`config.mk`:
```
export PLATFORM = sky130hd
export DESIGN_NAME = lsce_decide
export DESIGN_NICKNAME = d
export VERILOG_FILES = /design/src/lsce_pkg.sv /design/src/lsce_decide.sv
export SDC_FILE = /design/constraint.sdc
export NUM_CORES = 1
export LEC_CHECK = 0
export BUFFER_PORTS_ARGS = -buffer_cell sky130_fd_sc_hd__buf_2
export CAP_MARGIN = 10
export CORE_MARGIN = 8
export CORE_UTILIZATION = 45
export CTS_CLUSTER_DIAMETER = 150
export DETAILED_ROUTE_END_ITERATION = 10
export PLACE_DENSITY = 0.63
export RECOVER_POWER = 50
export SYNTH_ARGS = -nofsm -noshare
export SYNTH_HDL_FRONTEND = slang
export SYNTH_SLANG_ARGS = --single-unit
```
`constraint.sdc`:
```
create_clock -name clock -period 7 [get_ports clock]
set_clock_uncertainty 0.15 [all_clocks]
set_input_delay 0.7 -clock clock [delete_from_list [all_inputs] [get_ports clock]]
set_output_delay 0.7 -clock clock [all_outputs]
set_load 0.02 [all_outputs]
```
`src/lsce_pkg.sv`:
```
// Shared widths, register indexes, reset values and pipeline control type.
package lsce_pkg;

   localparam int PIX_W        = 8;
   localparam int WIDTH_REG_W  = 12;
   localparam int HEIGHT_REG_W = 13;
   localparam int MEAN_W       = 12;
   localparam int VAR_W        = 21;
   localparam int GAIN_W       = 8;
   localparam int CSR_ADDR_W   = 3;
   localparam int CSR_DATA_W   = 21;

   localparam int MAX_WIDTH_DEF  = 2048;
   localparam int MAX_HEIGHT_DEF = 4096;

   // Column sum of three pixels, column sum of squares, window sums, 81x variance.
   localparam int COL_SUM_W = 10;
   localparam int COL_SQ_W  = 18;
   localparam int SUM_W     = 12;
   localparam int SQ_W      = 20;
   localparam int D_W       = 23;

   localparam logic [CSR_ADDR_W-1:0] REG_FRAME_WIDTH    = 3'd0;
   localparam logic [CSR_ADDR_W-1:0] REG_FRAME_HEIGHT   = 3'd1;
   localparam logic [CSR_ADDR_W-1:0] REG_MEAN_LIMIT     = 3'd2;
   localparam logic [CSR_ADDR_W-1:0] REG_VAR_LOW_LIMIT  = 3'd3;
   localparam logic [CSR_ADDR_W-1:0] REG_VAR_HIGH_LIMIT = 3'd4;
   localparam logic [CSR_ADDR_W-1:0] REG_GAIN           = 3'd5;

   localparam logic [WIDTH_REG_W-1:0]  FRAME_WIDTH_RST    = 12'd640;
   localparam logic [HEIGHT_REG_W-1:0] FRAME_HEIGHT_RST   = 13'd480;
   localparam logic [MEAN_W-1:0]       MEAN_LIMIT_RST     = 12'd0;
   localparam logic [VAR_W-1:0]        VAR_LOW_LIMIT_RST  = 21'd0;
   localparam logic [VAR_W-1:0]        VAR_HIGH_LIMIT_RST = 21'd1300500;
   localparam logic [GAIN_W-1:0]       GAIN_RST           = 8'd5;

   typedef struct packed {
      logic valid;  // stage holds a pixel
      logic emit;   // pixel completes an interior window
      logic last;   // last pixel of the frame
   } ctl_type;

endpackage

```
`src/lsce_decide.sv`:
```
// Variance and mean tests, gain product and the result register.
module lsce_decide (
   input  logic                          clock,
   input  logic                          reset,
   input  logic                          adv,
   input  lsce_pkg::ctl_type             ctl_in,
   input  logic [lsce_pkg::SUM_W-1:0]    sum,
   input  logic [lsce_pkg::SQ_W-1:0]     sq,
   input  logic [lsce_pkg::PIX_W-1:0]    centre,
   input  logic [lsce_pkg::MEAN_W-1:0]   mean_limit,
   input  logic [lsce_pkg::VAR_W-1:0]    var_low_limit,
   input  logic [lsce_pkg::VAR_W-1:0]    var_high_limit,
   input  logic [lsce_pkg::GAIN_W-1:0]   gain,
   output logic                          out_valid,
   output logic [lsce_pkg::PIX_W-1:0]    out_value,
   output logic                          out_last
);
   import lsce_pkg::*;

   ctl_type              ctl5_ff;
   logic [D_W-1:0]       sq9_ff;
   logic [D_W-1:0]       ss_ff;
   logic                 mean_ok_ff;
   logic [PIX_W-1:0]     prod_ff;
   logic [PIX_W-1:0]     centre_ff;
   logic [2*SUM_W-1:0]   ss;
   logic [PIX_W+GAIN_W-1:0] prod;
   logic [D_W-1:0]       d;
   logic                 hit;
   logic                 out_valid_ff;
   logic [PIX_W-1:0]     out_value_ff;
   logic                 out_last_ff;

   assign ss   = sum * sum;
   assign prod = centre * gain;

   always_ff @(posedge clock) begin
      if (adv) begin
         sq9_ff     <= (D_W'(sq) << 3) + D_W'(sq);
         ss_ff      <= D_W'(ss);
         mean_ok_ff <= (sum <= mean_limit);
         prod_ff    <= prod[PIX_W-1:0];
         centre_ff  <= centre;
      end
   end

   // D is 81 times the local variance and never negative.
   assign d   = sq9_ff - ss_ff;
   assign hit = mean_ok_ff && (d <= D_W'(var_high_limit)) && (d >= D_W'(var_low_limit));

   always_ff @(posedge clock) begin
      if (reset) begin
         ctl5_ff      <= '0;
         out_valid_ff <= 1'b0;
      end else if (adv) begin
         ctl5_ff      <= ctl_in;
         out_valid_ff <= ctl5_ff.valid && ctl5_ff.emit;
      end
   end

   always_ff @(posedge clock) begin
      if (adv) begin
         out_value_ff <= hit ? prod_ff : centre_ff;
         out_last_ff  <= ctl5_ff.last;
      end
   end

   assign out_valid = out_valid_ff;
   assign out_value = out_value_ff;
   assign out_last  = out_last_ff;

endmodule
```
==> results of run 1 <==
[registers in the layout (all words and copies together), names as in the netlist]
name	flops
ctl5_ff	3
sq9_ff	23
out_value	8
ss_ff	22
out_valid	1
out_last	1
mean_ok_ff	1
centre_ff	8
prod_ff	8
[critical path: cells and delay by family]
| family | cells | cell delay, ns |
|---|---|---|
| and+or+nand+nor | 2 | 0.66 |
| xor gates and xnor gates | 1 | 0.12 |
| buffers and inverters | 6 | 0.53 |
| AOI/OAI and AO/OA | 6 | 1.36 |
| adders and majority gates | 6 | 2.85 |
[final timing paths]
kind,startpoint,to,slack (ns),cells past startpoint
min reg2reg,ctl5_ff[0],out_last,0.28,0
max,sum[3],ss_ff[21],0.71,21
min,ctl5_ff[0],out_last,0.28,0
max reg2reg,sq9_ff[5],out_value[2],1.21,17
[power groups by stage]
| stage | clock network [mW] | registers [mW] | logic, mW |
|---|---|---|---|
| final | 0.415 | 0.731 | 3.10 |
| after detailed placement | 0 | 0.739 | 3.10 |
| after floorplan | 0 | 0.738 | 2.46 |
| after global placement | 0 | 0.738 | 3.07 |
| after global routing | 0.444 | 0.741 | 3.56 |
| after CTS | 0.424 | 0.732 | 3.13 |
[area by class of cell]
cell class | count | share of cell area, %
Multi-Input combinational cell | 780 | 62.28
Sequential cell | 75 | 18.82
Inverter | 261 | 8.337
Timing Repair Buffer | 118 | 4.855
Tap cell | 319 | 3.397
Clock buffer | 9 | 1.917
Clock inverter | 7 | 0.3727
Antenna cell | 1 | 0.02129
[metal layers]
| layer | share of wire, % | routed length (um) | vias up | global-route usage [%] |
|---|---|---|---|---|
| met3 | 4.5 | 980 | 29 | 3.117 |
| met4 | 1.5 | 333 | 4 | 4.002 |
| li1 | - | - | 3957 | - |
| met5 | 0.093 | 20 | - | 0 |
| met2 | 50 | 10820 | 135 | 27.69 |
| met1 | 44 | 9462 | 3605 | 18.79 |
[cells by family after synthesis]
| kind of cell | Yosys count |
|---|---|
| compound gates | 177 |
| flops | 75 |
| simple gates | 254 |
| buf+inv | 277 |
| mux | 15 |
| xor+xnor | 74 |
| fa+ha+maj | 260 |
[through the flow]
stage / instance area (um^2) / power, mW / setup WS [ns] / std cells / utilization (%)
2_1_floorplan: 10590 / 3.202 / 0.6731 / 1132 / -
3_3_place_gp: 11500 / 3.803 / 0.5007 / 1553 / 49.46
3_5_place_dp: 11500 / 3.842 / 0.3717 / 1553 / 49.46
4_1_cts: 11770 / 4.287 / 0.7188 / 1569 / 50.61
5_1_grt: 11750 / 4.741 / 0.3257 / 1570 / 50.52
6_report: 11750 / 4.243 / 0.7093 / 1570 / 50.52
[layout by cell type (no fill, tap or decap), types with 11 or more instances in the layout]
| cell | instances |
|---|---|
| nor2b_1 | 11 |
| nand3_1 | 12 |
| nand2_1 | 63 |
| xnor2_1 | 65 |
| ha_1 | 165 |
| fa_1 | 95 |
| clkbuf_1 | 16 |
| and2_1 | 68 |
| a21oi_1 | 50 |
| o21ai_0 | 30 |
| a21o_1 | 19 |
| nor3_1 | 18 |
| buf_2 | 102 |
| edfxtp_1 | 71 |
| nor2_1 | 43 |
| inv_1 | 261 |
==> impl_metrics.json, run 1 <==
{
  "status": "finished, violations left",
  "violations": "capacitance limit, slew limit",
  "final_hold_viol_count": 0,
  "drt-vias-per-instance": 4.924,
  "fp.dieW_um": 169.4,
  "synthFlopType": "edfxtp_1",
  "cpPeakStageDelay_ns": 0.63,
  "avgSynthCellArea_um2": 9.351,
  "switching_share_pct": 45.35,
  "synthCells": 1132,
  "cp-start-kind": "input port",
  "rsz0062_at_grt": "false",
  "synth-simple-area-share_pct": 12.32,
  "post_cts_buffers": 0,
  "area.growth.synth_to_final_pct": 11.02,
  "coreArea_um2": 23260,
  "power_frac_clock_pct": 9.8,
  "synth.area.top_cells": "edfxtp_1 20%, ha_1 20%, fa_1 18%",
  "synth_top_area_cell": "edfxtp_1",
  "first_global_vias": 7910,
  "fmax_mhz": 159.0,
  "dieArea_um2": 28690,
  "final_nets": 1613,
  "worstPathArrival_ns": 6.23,
  "p_comb_share_pct": 73.0,
  "synth.mux.area_fraction_pct": 1.537,
  "grt_pass1_wl_um": 36570,
  "power.internal_mw": 2.319,
  "cts_buffers": 9,
  "synth_common_cells": "261 x inv_1, 165 x ha_1, 95 x fa_1",
  "gp_congestion": 0.8454,
  "critical_path.max_fanout": 13,
  "post-route-min-period_ns": 6.291,
  "yosysTopAreaCellShare_pct": 20.14,
  "power.switching_mw": 1.924,
  "synth-async-reset-ratio_pct": 0,
  "grt_overflow": 0,
  "start_util_pct": 45.50,
  "grt_max_degree": 77,
  "port_buffers": 117,
  "p_leak_nw": 5.910,
  "dp_hpwl_um": 18660,
  "fillerInstances": 2274,
  "wire_per_inst_um": 13.77,
  "antenna_found_initial": 3,
  "synth.most_common_cell": "inv_1",
  "syn_area_um2": 10590,
  "synth_top_family_by_area": "adder cells",
  "cts.path.max_buffers": 2,
  "insertion_delay_ns": 0.34,
  "drtIter0Drc": 329,
  "synth-xor-area-share_pct": 6.123,
  "finalSetupViolations": 0,
  "peakVddDrop_mv": 0.2695,
  "slew_headroom_pct": -165.7,
  "track_usage_pct": 15.52,
  "multi_input_comb_area_um2": 7318,
  "p_seq_share_pct": 17.2,
  "synth_fa_ha_area_share_pct": 37.47,
  "power_density_nw_per_um2": 361.0,
  "synth-compound-area-share_pct": 11.69,
  "tightestPinTransition_ns": 3.985,
  "required_ns": 6.94,
  "drv_slew": 77,
  "ant_nets": 0,
  "drive_above_1_share_pct": 11.36,
  "endpoint_kind": "flop",
  "register_area_um2": 2212,
  "path_class": "in -> reg",
  "tns_ns": 0,
  "cts_hold_buf": 0,
  "path_cells": "buf_2, nand2_1, inv_1, fa_1, fa_1, inv_1, fa_1, inv_1, fa_1, inv_1, fa_1, inv_1, ha_1, o21a_1, o21ai_0, or3b_2, a2111oi_0, o31ai_1, o21bai_1, a21oi_1, xnor2_1",
  "route.vias.total": 7730,
  "post-route-period-util_pct": 89.87,
  "cpMaxStageDelayCell": "a2111oi_0",
  "cts_tree": "built",
  "ys.warnings.count": 0,
  "ys_types": 64,
  "synth_edf_count": 71,
  "io_pins": 118,
  "drc": 0,
  "syn_nets": 1500,
  "cts-root-buf": "clkbuf_16",
  "dr.pass1.iters": 4,
  "ys_seq_area_share_pct": 20.90,
  "holdWs_ns": 0.2785,
  "post_cts_resized": 0,
  "clk_pin_slew_ns": 0.06,
  "cap_violations": 1,
  "routed_wl_um": 21620,
  "cts_sinks": 75,
  "cts-htree-levels": 3,
  "ys_ff_latch": 75,
  "std_cell_rows": 56,
  "die_h_um": 169.4,
  "hold_path_class": "reg -> reg"
}
No activity file was read; power rests on OpenSTA's default activity.
==> run 2: changes to the inputs <==
==> constraint.sdc (replaced) <==
create_clock -name clock -period 7 [get_ports clock]
set_clock_uncertainty 0.15 [all_clocks]
set_input_delay 1.4 -clock clock [delete_from_list [all_inputs] [get_ports clock]]
set_output_delay 1.4 -clock clock [all_outputs]
set_load 0.02 [all_outputs]
==> run 2 against run 1 <==
The run still ends with capacitance limit, slew limit left. Sequential cell count stayed put. Clock power hardly changed. Register-to-register slack better by 0.05 ns. Non-clock buffer count is 22 higher. Largest power group unchanged. Highest routed layer unchanged. Worst hold slack better by 0.0039 ns. Count of clock-buffer cells in the layout is 2 higher. Via count is 2.2% higher. Critical path type unchanged. Largest cell class unchanged. Cell count is 1.3% higher. Sequential share of layout area is 0.29 points lower. First-iteration DRC count is 2.7% higher. Combinational power is 3% higher. Setup slack worse by 0.44 ns.
==> impl_metrics.json, run 2 (synthesized netlist as in run 1, its figures left out) <==
{
  "status": "finished, violations left",
  "violations": "capacitance limit, slew limit",
  "post_cts_buffers": 0,
  "final_nets": 1635,
  "worstPathArrival_ns": 6.76,
  "fmax_mhz": 148.6,
  "slew_headroom_pct": -155.4,
  "dp_hpwl_um": 18680,
  "top_register": "sq9_ff",
  "required_ns": 7.03,
  "stdcell_area_um2": 11930,
  "holdWs_ns": 0.2824,
  "post-route-period-util_pct": 96.14,
  "insertion_delay_ns": 0.33,
  "diodes": 0,
  "final_hold_viol_count": 0,
  "routed_wl_um": 21690,
  "cts-htree-levels": 3,
  "fillerInstances": 2271,
  "post-route-min-period_ns": 6.730,
  "cp-start-kind": "input port",
  "antenna_found_initial": 2,
  "endpoint_kind": "flop",
  "cts-root-buf": "clkbuf_16",
  "drv_slew": 72,
  "largest_reg_flops": 23,
  "mostFrequentLayoutCells": "261 x inv_1, 164 x ha_1, 96 x buf_2",
  "cts_buffers": 9,
  "p_leak_nw": 6.006,
  "drc": 0,
  "wire_per_inst_um": 13.63,
  "fp.dieW_um": 169.4,
  "finalSetupViolations": 0,
  "postPlaceCellArea_um2": 11690,
  "grt_overflow": 0,
  "route.vias.total": 7900,
  "critical_path.max_fanout": 2,
  "power_density_nw_per_um2": 362.2,
  "dieArea_um2": 28690,
  "cts.path.max_buffers": 2,
  "reg.largest.list": "sq9_ff: 23 flops, ss_ff: 22 flops",
  "drt-vias-per-instance": 4.965,
  "rsz0062_at_grt": "false",
  "drtIter0Drc": 338,
  "start_util_pct": 45.50,
  "area.growth.synth_to_final_pct": 12.73,
  "coreArea_um2": 23260,
  "hold_path_class": "reg -> reg",
  "dr.pass1.iters": 5,
  "first_global_vias": 8138,
  "clk_pin_slew_ns": 0.06,
  "track_usage_pct": 15.54,
  "ant_nets": 0,
  "cap_violations": 1,
  "cts_sinks": 75,
  "gp_congestion": 0.8797,
  "peakVddDrop_mv": 0.2207,
  "grt_pass1_wl_um": 36810,
  "cts_tree": "built",
  "path_class": "in -> reg",
  "drive_above_1_share_pct": 12.81,
  "port_buffers": 117,
  "grt_max_degree": 72,
  "layout_commonest_cell": "inv_1",
  "std_cell_rows": 56,
  "tightestPinTransition_ns": 3.831,
  "die_h_um": 169.4,
  "io_pins": 118
}
==> run 2: changes by cell type in the layout (fill, tap and decap cells not counted), sizes merged <==
| cell | delta |
|---|---|
| clkinv | -2 |
| clkbuf | +8 |
| buf | +16 |
| diode | -1 |
==> run 2: what timing repair did <==
item	CTS	global route
hold buffers	0	0
resized for setup	0	3
hold endpoints to repair	0	0
endpoints found under the setup margin	0	1
==> run 2: path summary, 6_finish.rpt <==
| path | startpoint | end | slack [ns] | depth (start not counted) |
|---|---|---|---|---|
| max | sum[0] | ss_ff[22] | 0.27 | 19 |
| min | ctl5_ff[0] | out_last | 0.28 | 0 |
| max reg2reg | sq9_ff[5] | out_value[2] | 1.26 | 17 |
| min reg2reg | ctl5_ff[0] | out_last | 0.28 | 0 |
==> run 2: worst max-delay path: stages <==
cell and delay [ns]:
buf_2 0.12, and2_4 0.16, fa_1 0.54, inv_1 0.07, fa_1 0.53, inv_1 0.05, fa_1 0.50, fa_1 0.55
inv_1 0.05, fa_1 0.53, inv_1 0.06, ha_4 0.23, a211o_1 0.30, o311a_1 0.32, o41a_1 0.34, a41o_1 0.26
or4_1 0.44, and3_1 0.18, a211oi_2 0.13
==> run 2: report_power, final <==
part	internal, mW	switching, mW	total (mW)
Sequential	0.701	0.0298	0.731
Combinational	1.43	1.74	3.18
Clock	0.241	0.175	0.416
==> run 2: cell type report <==
class / count / area [um^2] / share of cell area, %
Multi-Input combinational cell: 780 / 7343 / 61.54
Timing Repair Buffer: 140 / 728.2 / 6.103
Clock inverter: 5 / 37.54 / 0.3146
Clock buffer: 11 / 232.7 / 1.950
Inverter: 261 / 979.7 / 8.210
Tap cell: 319 / 399.1 / 3.345
Sequential cell: 75 / 2212 / 18.54
==> run 2: metal layers <==
| metal | vias up | track usage [%] | routed length, um |
|---|---|---|---|
| met3 | 26 | 3.001 | 930 |
| li1 | 4001 | - | - |
| met5 | - | 0 | 25 |
| met4 | 4 | 3.463 | 288 |
| met2 | 117 | 27.87 | 10820 |
| met1 | 3752 | 18.98 | 9626 |
==> run 2: per-stage QoR <==
stage | total power [mW] | cells | utilization, % | setup TNS (ns) | worst slack, ns
floorplan | 3.228 | 1132 | - | 0 | 0.05114
global placement | 3.870 | 1575 | 50.24 | -0.06466 | -0.05179
detailed placement | 3.907 | 1575 | 50.24 | -0.1833 | -0.1033
CTS | 4.361 | 1591 | 51.40 | 0 | 0.2514
global route | 4.822 | 1591 | 51.30 | 0 | 0.02178
finish | 4.322 | 1591 | 51.30 | 0 | 0.2700
