$ cat src/lsce_pkg.sv
// Shared widths, register indexes, reset values and pipeline control type.
package lsce_pkg;

   localparam int PIX_W        = 8;
   localparam int WIDTH_REG_W  = 12;
   localparam int HEIGHT_REG_W = 13;
   localparam int MEAN_W       = 12;
   localparam int VAR_W        = 21;
   localparam int GAIN_W       = 8;
   localparam int CSR_ADDR_W   = 3;
   localparam int CSR_DATA_W   = 21;

   localparam int MAX_WIDTH_DEF  = 2048;
   localparam int MAX_HEIGHT_DEF = 4096;

   // Column sum of three pixels, column sum of squares, window sums, 81x variance.
   localparam int COL_SUM_W = 10;
   localparam int COL_SQ_W  = 18;
   localparam int SUM_W     = 12;
   localparam int SQ_W      = 20;
   localparam int D_W       = 23;

   localparam logic [CSR_ADDR_W-1:0] REG_FRAME_WIDTH    = 3'd0;
   localparam logic [CSR_ADDR_W-1:0] REG_FRAME_HEIGHT   = 3'd1;
   localparam logic [CSR_ADDR_W-1:0] REG_MEAN_LIMIT     = 3'd2;
   localparam logic [CSR_ADDR_W-1:0] REG_VAR_LOW_LIMIT  = 3'd3;
   localparam logic [CSR_ADDR_W-1:0] REG_VAR_HIGH_LIMIT = 3'd4;
   localparam logic [CSR_ADDR_W-1:0] REG_GAIN           = 3'd5;

   localparam logic [WIDTH_REG_W-1:0]  FRAME_WIDTH_RST    = 12'd640;
   localparam logic [HEIGHT_REG_W-1:0] FRAME_HEIGHT_RST   = 13'd480;
   localparam logic [MEAN_W-1:0]       MEAN_LIMIT_RST     = 12'd0;
   localparam logic [VAR_W-1:0]        VAR_LOW_LIMIT_RST  = 21'd0;
   localparam logic [VAR_W-1:0]        VAR_HIGH_LIMIT_RST = 21'd1300500;
   localparam logic [GAIN_W-1:0]       GAIN_RST           = 8'd5;

   typedef struct packed {
      logic valid;  // stage holds a pixel
      logic emit;   // pixel completes an interior window
      logic last;   // last pixel of the frame
   } ctl_type;

endpackage

$ cat src/lsce_window.sv
// 3x3 window kept as three column summaries; produces window sum and sum of squares.
module lsce_window (
   input  logic                         clock,
   input  logic                         reset,
   input  logic                         adv,
   input  lsce_pkg::ctl_type            ctl_in,
   input  logic [lsce_pkg::PIX_W-1:0]   up2,
   input  logic [lsce_pkg::PIX_W-1:0]   up,
   input  logic [lsce_pkg::PIX_W-1:0]   px,
   output lsce_pkg::ctl_type            ctl_out,
   output logic [lsce_pkg::SUM_W-1:0]   sum,
   output logic [lsce_pkg::SQ_W-1:0]    sq,
   output logic [lsce_pkg::PIX_W-1:0]   centre
);
   import lsce_pkg::*;

   ctl_type              ctl2_ff, ctl3_ff, ctl4_ff;
   logic [COL_SUM_W-1:0] col_sum_ff;
   logic [COL_SQ_W-1:0]  col_sq_ff;
   logic [PIX_W-1:0]     col_mid_ff;
   logic [COL_SUM_W-1:0] win_sum_ff [3];
   logic [COL_SQ_W-1:0]  win_sq_ff  [3];
   logic [PIX_W-1:0]     win_mid_ff [3];
   logic [SUM_W-1:0]     sum_ff;
   logic [SQ_W-1:0]      sq_ff;
   logic [PIX_W-1:0]     centre_ff;
   logic [2*PIX_W-1:0]   sq_up2, sq_up, sq_px;

   assign sq_up2 = up2 * up2;
   assign sq_up  = up * up;
   assign sq_px  = px * px;

   always_ff @(posedge clock) begin
      if (reset) begin
         ctl2_ff <= '0;
         ctl3_ff <= '0;
         ctl4_ff <= '0;
      end else if (adv) begin
         ctl2_ff <= ctl_in;
         ctl3_ff <= ctl2_ff;
         ctl4_ff <= ctl3_ff;
      end
   end

   always_ff @(posedge clock) begin
      if (adv) begin
         // Summarize the incoming column.
         col_sum_ff <= COL_SUM_W'(up2) + COL_SUM_W'(up) + COL_SUM_W'(px);
         col_sq_ff  <= COL_SQ_W'(sq_up2) + COL_SQ_W'(sq_up) + COL_SQ_W'(sq_px);
         col_mid_ff <= up;
         // Shift the window by one column per pixel.
         if (ctl2_ff.valid) begin
            win_sum_ff[0] <= win_sum_ff[1];
            win_sum_ff[1] <= win_sum_ff[2];
            win_sum_ff[2] <= col_sum_ff;
            win_sq_ff[0]  <= win_sq_ff[1];
            win_sq_ff[1]  <= win_sq_ff[2];
            win_sq_ff[2]  <= col_sq_ff;
            win_mid_ff[0] <= win_mid_ff[1];
            win_mid_ff[1] <= win_mid_ff[2];
            win_mid_ff[2] <= col_mid_ff;
         end
         sum_ff    <= SUM_W'(win_sum_ff[0]) + SUM_W'(win_sum_ff[1]) + SUM_W'(win_sum_ff[2]);
         sq_ff     <= SQ_W'(win_sq_ff[0]) + SQ_W'(win_sq_ff[1]) + SQ_W'(win_sq_ff[2]);
         centre_ff <= win_mid_ff[1];
      end
   end

   assign ctl_out = ctl4_ff;
   assign sum     = sum_ff;
   assign sq      = sq_ff;
   assign centre  = centre_ff;

endmodule

$ cat config.mk
export PLATFORM = sky130hd
export DESIGN_NAME = lsce_window
export DESIGN_NICKNAME = d
export VERILOG_FILES = /design/src/lsce_pkg.sv /design/src/lsce_window.sv
export SDC_FILE = /design/constraint.sdc
export NUM_CORES = 1
export LEC_CHECK = 0
export ABC_AREA = 1
export BUFFER_PORTS_ARGS = -buffer_cell sky130_fd_sc_hd__buf_2
export CAP_MARGIN = 30
export CORE_MARGIN = 3
export CORE_UTILIZATION = 52
export CTS_CLUSTER_DIAMETER = 200
export DETAILED_ROUTE_END_ITERATION = 10
export GPL_ROUTABILITY_DRIVEN = 0
export PLACE_DENSITY = 0.75
export RECOVER_POWER = 25
export SLEW_MARGIN = 20
export SYNTH_ARGS = -nofsm -noshare
export SYNTH_HDL_FRONTEND = slang
export SYNTH_SLANG_ARGS = --single-unit
$ cat constraint.sdc
create_clock -name clock -period 11.65 [get_ports clock]
set_clock_uncertainty 0.05 [all_clocks]
set_input_delay 1.7475 -clock clock [delete_from_list [all_inputs] [get_ports clock]]
set_output_delay 1.7475 -clock clock [all_outputs]
set_load 0.01 [all_outputs]
==> results of run 1 <==
cell usage in the layout (no fill, tap or decap), drive strengths merged, types with 14 or more instances in the layout:
cell type  Yosys  final
a21oi         49     49
buf            3     75
clkbuf        18     21
edfxtp       172    172
fa           170    170
ha           112    112
inv          336    342
nand2        253    253
nand3         36     36
nor2          29     29
o21ai         14     14
xor2          26     26
worst register-to-register path, delay by kind of cell (launching register included):
family	cells	cell delay [ns]
AND/OR/NAND/NOR	5	0.43
buffers and inverters	1	0.08
AO/OA/AOI/OAI	1	0.22
flip-flops	1	0.41
adder cells (fa/ha/maj)	3	1.21
kinds of logic after synthesis:
| kind of cell | after synthesis |
|---|---|
| buf+inv | 358 |
| simple gates | 334 |
| fa+ha+maj | 282 |
| flops | 181 |
| compound gates | 75 |
| xor+xnor | 33 |
sequential cells by signal, summed over array words and instances (netlist names), 8 cells and up:
register    count
win_sq_ff      51
win_sum_ff     30
sq             20
col_sq_ff      17
win_mid_ff     16
sum            12
col_sum_ff     10
centre          8
col_mid_ff      8
synth_stat cells, drive strengths merged:
library cell / n
edfxtp: 172
nor3: 7
o211ai: 1
o21a: 2
fa: 170
and2: 1
or2: 1
a31oi: 1
buf: 3
a21o: 4
nand2: 253
a21oi: 49
dfxtp: 9
clkbuf: 18
xnor2: 7
xor2: 26
o21ai: 14
nor2: 29
o21bai: 4
nand3: 36
nand4: 6
nand3b: 1
ha: 112
clkinv: 1
inv: 336
per-layer routing:
layer	track usage	vias to the layer above	wire, um
met5	0	-	0
met4	0.0647	0	558
met3	0.0271	42	909
met2	0.315	172	11900
met1	0.222	4073	9860
li1	-	4024	-
worst paths after layout:
| path | to | slack (ns) |
|---|---|---|
| max reg2reg | sq[17] | 9.02 |
| min | win_sq_ff[0][39] | 0.36 |
| min reg2reg | win_sq_ff[0][39] | 0.36 |
| max | col_sq_ff[15] | 4.77 |
where the power goes:
group          switching [uW]  leakage (uW)  internal (uW)
logic                    1750       0.00543           1090
clock network             249      0.000286            303
registers                19.8       0.00169            943
through the flow:
stage               utilization  instances  setup slack, ns
global placement          0.562       1646             4.42
CTS                       0.585       1678             4.79
detailed placement        0.562       1646             4.31
global route              0.586       1679             4.52
finish                    0.586       1679             4.77
floorplan                     -       1263             4.61
final cells by class:
cell class	count	area, sq um
fillers	2068	10500
multi-input cells	724	6880
flip-flops and latches	181	5350
inverters	337	1270
clock buffers	21	483
well taps	330	413
repair buffers	75	405
clock inverters	11	86.3
==> impl_metrics.yaml, run 1 <==
critical_path:
  crit_fanout: 12
  max_stage_delay_ns: 0.56
  crit_cells: 19
  cp.arrival_ns: 7.02
  required_ns: 11.79
  crit_top_cell: "fa_1"
  crit_path_end_kind: "flip-flop"
  cp_top_family: "adder cells"
  cp-start-kind: "input pin"
  reg2reg_from: "win_sq_ff[0][1]"
  cp_cell_sequence: "buf_2 > nand2_1 > inv_1 > fa_1 > fa_1 > fa_1 > fa_1 > fa_1 > fa_1 > inv_1 > fa_1 > inv_1 > ha_1 > a21oi_1 > o21ai_0 > nand2_1 > nand3_1 > nand2_1 > nand2_1"
  cp.buffers_inverters: 4
  path_class: "input pin to flip-flop"
  slowest_stage: "fa_1"
  r2r_cells: 10
  startpoint: "up[2]"
global_routing:
  gr-usage-all-layers: 0.178
  gr-total-overflow: 0
  antenna_found_initial: 0
  grt_pass1_wl_um: 40500
  grt_pass1_vias: 8863
  grt_max_degree: 79
synthesis:
  synthMuxAreaShare: 0
  syn_inst: 1263
  synth_fp_nets: 1575
  synth.distinct_cells: 33
  synth_top_family_by_area: "adder cells"
  synth.area.top_cells: "edfxtp_1 (38%), fa_1 (25%), ha_1 (10%)"
  synth-simple-area-share: 0.101
  seq_area_frac_synth: 0.394
  synth_seq_cells: 181
  ys_warn_count: 0
  synth.largest_area_cell: "edfxtp_1"
  avgSynthCellArea_sq_um: 10.7
  yosys.area_share.adder: 0.354
  synth_xor_area_frac: 0.0213
  synth-compound-area-share: 0.0306
  synth_area_sq_mm: 0.0136
  yosysTopAreaCellShare: 0.381
power_and_ir_drop:
  power_uw: 4360
  leakage_uw: 0.00740
  powerDensity_mw_per_mm2: 293
  ir_drop_mv: 0.434
floorplanning:
  initial_utilization: 0.534
  core_area_sq_mm: 0.0254
  floorplan.rows: 58
  dieArea_sq_mm: 0.0281
  fp.dieW_um: 168
  die_h_um: 168
  pin_count: 73
sta:
  rsz0062_at_grt: "false"
  drv_slew: 0
  tns_ns: 0
  period_needed_ns: 6.88
  hold_slack_ns: 0.360
  timing.fmax_mhz: 145
  period_share: 0.591
  worst_pin_slew_ns: 0.836
  finalSetupViolCount: 0
  slew_headroom: 0.443
  hold_viol_final: 0
clock_network:
  clockRootBuffer: "clkbuf_16"
  clock_path_buffers: 2
  cts_tree: "done"
  cts_setup_buffers: 0
  cts-buffers-inserted: 17
  hold_buffers: 0
  cts.clk_slew.worst_paths_ns: 0.07
  clock_latency_ns: 0.43
  htreeDepth: 4
  cts.sinks: 181
  cts_resized: 0
hold_path:
  min_path_cells: 0
  min_from: "col_sq_ff[3]"
  min_path_type: "flip-flop to flip-flop"
layout:
  nets: 1648
  antennaDiodeCount: 0
  drive_above_1_share: 0.0904
  design_area_sq_mm: 0.0149
  synthToLayoutAreaGrowth_pct: 9.64
drt:
  drc: 0
  drt_first_pass_iters: 6
  via_per_inst: 4.95
  drt_iter0_drc: 454
  final_antenna_net_count: 0
  wl_per_cell_um: 13.8
  routed_wirelength_um: 23200
  vias: 8311
outcome:
  status: "complete, no violations"
placement:
  port-buffer-count: 72
  placed_area_sq_mm: 0.0143
  place.detailed.hpwl_um: 18200
job:
  cap_viol_max_count: 0
(Power assumes the default switching activity.)
==> run 2, diff against run 1 <==
--- a/config.mk
+++ b/config.mk
@@ -5,7 +5,7 @@
 export SDC_FILE = /design/constraint.sdc
 export NUM_CORES = 1
 export LEC_CHECK = 0
-export ABC_AREA = 1
+export ABC_AREA = 0
 export BUFFER_PORTS_ARGS = -buffer_cell sky130_fd_sc_hd__buf_2
 export CAP_MARGIN = 30
 export CORE_MARGIN = 3
@@ -13,7 +13,7 @@
 export CTS_CLUSTER_DIAMETER = 200
 export DETAILED_ROUTE_END_ITERATION = 10
 export GPL_ROUTABILITY_DRIVEN = 0
-export PLACE_DENSITY = 0.75
+export PLACE_DENSITY = 0.77
 export RECOVER_POWER = 25
 export SLEW_MARGIN = 20
 export SYNTH_ARGS = -nofsm -noshare
==> constraint.sdc (replaced) <==
create_clock -name clock -period 6.2 [get_ports clock]
set_clock_uncertainty 0.05 [all_clocks]
set_input_delay 0.93 -clock clock [delete_from_list [all_inputs] [get_ports clock]]
set_output_delay 0.93 -clock clock [all_outputs]
set_load 0.01 [all_outputs]
==> run 2 against run 1 <==
Via count shrank 6.8%; non-clock buffer count up 91; register-to-register slack got worse by 5.9 ns; critical path depth increased by 1; highest routed layer unchanged; synthesized area is 3.9% lower; count of clock-buffer cells in the layout down 4; worst setup slack lost 4.7 ns.
==> impl_metrics.yaml, run 2 <==
drt:
  final_antenna_net_count: 0
  wl_met2_um: 12000
  routed_wirelength_um: 23600
  highest_layer: "met4"
  drc: 0
  vias: 7747
  wl_met3_um: 1020
  drt_first_pass_iters: 5
  via_per_inst: 5.05
  wl_per_cell_um: 15.4
  wl_met1_um: 10100
  drt_iter0_drc: 418
synthesis:
  synth_common_cells: "inv_1 (219), edfxtp_1 (172), fa_1 (170)"
  async_flop_share: 0
  ys.flop_type: "edfxtp_1"
  post-synth-top-count-cell: "inv_1"
  ys_warn_count: 0
  synth.distinct_cells: 49
  synth.largest_area_cell: "edfxtp_1"
  avgSynthCellArea_sq_um: 12.8
  synth_area_sq_mm: 0.0130
  syn_inst: 1019
  seq_area_frac_synth: 0.410
  synth_edf_count: 172
  synth_seq_cells: 181
  yosysTopAreaCellShare: 0.396
  synth.area.top_cells: "edfxtp_1 (40%), fa_1 (26%), ha_1 (11%)"
  synth_fp_nets: 1331
critical_path:
  cp.arrival_ns: 6.25
  max_stage_delay_ns: 0.50
  cp_cell_sequence: "buf_6 > buf_4 > and2_1 > ha_1 > inv_1 > fa_1 > inv_1 > fa_1 > fa_1 > fa_1 > fa_1 > inv_1 > fa_1 > inv_2 > ha_4 > a2111o_1 > o21ai_4 > o21ai_4 > nor4b_4 > or3_1"
  reg2reg_from: "win_sq_ff[0][19]"
  slowest_stage: "fa_1"
  crit_fanout: 6
  crit_path_end_kind: "flip-flop"
  cp.buffers_inverters: 6
  cp_top_family: "adder cells"
  required_ns: 6.33
  cp-start-kind: "input pin"
  path_class: "input pin to flip-flop"
  crit_top_cell: "fa_1"
  startpoint: "up2[4]"
floorplanning:
  pin_count: 73
  core_area_sq_mm: 0.0245
  dieArea_sq_mm: 0.0270
  fp.dieW_um: 164
  initial_utilization: 0.533
  floorplan.rows: 57
  die_h_um: 164
sta:
  worst_slack_ns: 0.0841
  period_needed_ns: 6.12
  period_share: 0.986
  slew_headroom: 0.551
  worst_pin_slew_ns: 0.674
  finalSetupViolCount: 0
  hold_viol_final: 0
  drv_slew: 0
  rsz0062_at_grt: "true"
  timing.fmax_mhz: 164
global_routing:
  grt_max_degree: 54
  antenna_found_initial: 0
  grt_pass1_wl_um: 39200
  grt_pass1_vias: 8237
  gr-total-overflow: 0
  gr-usage-all-layers: 0.186
layout:
  fillers: 1814
  largest_reg_flops: 51
  final_common_cell: "inv_1"
  finalNonFillerCells: 1535
  nets: 1510
  largest_register: "win_sq_ff"
  synthToLayoutAreaGrowth_pct: 18.6
  final_cell_mix: "inv_1 (205), edfxtp_1 (172), fa_1 (161)"
  final_core_util: 0.632
  antennaDiodeCount: 0
  drive_above_1_share: 0.216
placement:
  place_ws_ns: -0.491
  dp_cells: 1500
  port-buffer-count: 72
  place.detailed.hpwl_um: 18500
clock_network:
  cts_tree: "done"
  clockRootBuffer: "clkbuf_16"
  clock_path_buffers: 2
  hold_buffers: 0
  cts-buffers-inserted: 17
  cts.clk_slew.worst_paths_ns: 0.08
  htreeDepth: 4
  clock_latency_ns: 0.44
  cts.sinks: 181
hold_path:
  min_path_type: "flip-flop to flip-flop"
  min_from: "col_sum_ff[5]"
outcome:
  status: "complete, no violations"
job:
  cap_viol_max_count: 0
==> run 2: cell count changes in the layout (fill, tap and decap cells not counted), moves of 13 or more <==
cell / previous run / this run
nand3_1: 35 / 2
buf_4: 3 / 98
inv_2: 1 / 14
inv_1: 334 / 205
buf_2: 71 / 54
xnor2_1: 7 / 32
a21oi_1: 48 / 34
nand2_1: 246 / 32
xor2_1: 26 / 9
and2_1: 1 / 44
nor2_1: 28 / 45
==> run 2: logic make-up (layout without fill, tap and decap cells) <==
family	Yosys count	after routing	synth area share
fa+ha+maj	282	282	0.369
buf+inv	225	417	0.0648
flops	181	181	0.410
simple gates	177	177	0.0689
compound gates	103	103	0.0520
xor+xnor	41	41	0.0276
mux	10	10	0.00778
==> run 2: what timing repair did <==
item                                    in CTS  in global routing
buffers inserted                             3                  0
gates resized for setup                     41                 42
endpoints found under the setup margin       1                  4
pin swaps                                   28                 38
==> run 2: layout make-up <==
type	instances	area (sq um)	area share
multi-input combinational	613	7060	0.457
sequential	181	5350	0.346
timing repair buffer	166	1210	0.0785
inverter	219	822	0.0532
clock buffer	17	425	0.0275
tap	324	405	0.0262
clock inverter	15	184	0.0119
==> run 2: metal layers <==
| layer | up-vias | global-route usage |
|---|---|---|
| met5 | - | 0 |
| met4 | 0 | 0.0492 |
| met3 | 34 | 0.0366 |
| met2 | 143 | 0.310 |
| met1 | 3900 | 0.251 |
| li1 | 3670 | - |
==> run 2: through the flow <==
step	instance area (sq um)	hold WS, ns	TNS (ns)
detailed placement	14600	0.355	-2.64
finish	15500	0.367	0
floorplan	13100	0.350	-0.0889
global route	15500	0.378	-0.0633
CTS	15300	0.369	0
global placement	14500	0.351	-1.96
==> run 2: path summary, 6_finish.rpt <==
check                       to  slack (ns)  cells after the start
min reg2reg  win_sum_ff[0][25]        0.37                      0
max              col_sq_ff[17]        0.08                     20
max reg2reg             sq[17]        3.15                     10
min          win_sum_ff[0][25]        0.37                      0
Power of run 2 is not shown: default switching activity piles up to over one toggle a cycle in this logic, so the estimate is an artifact.
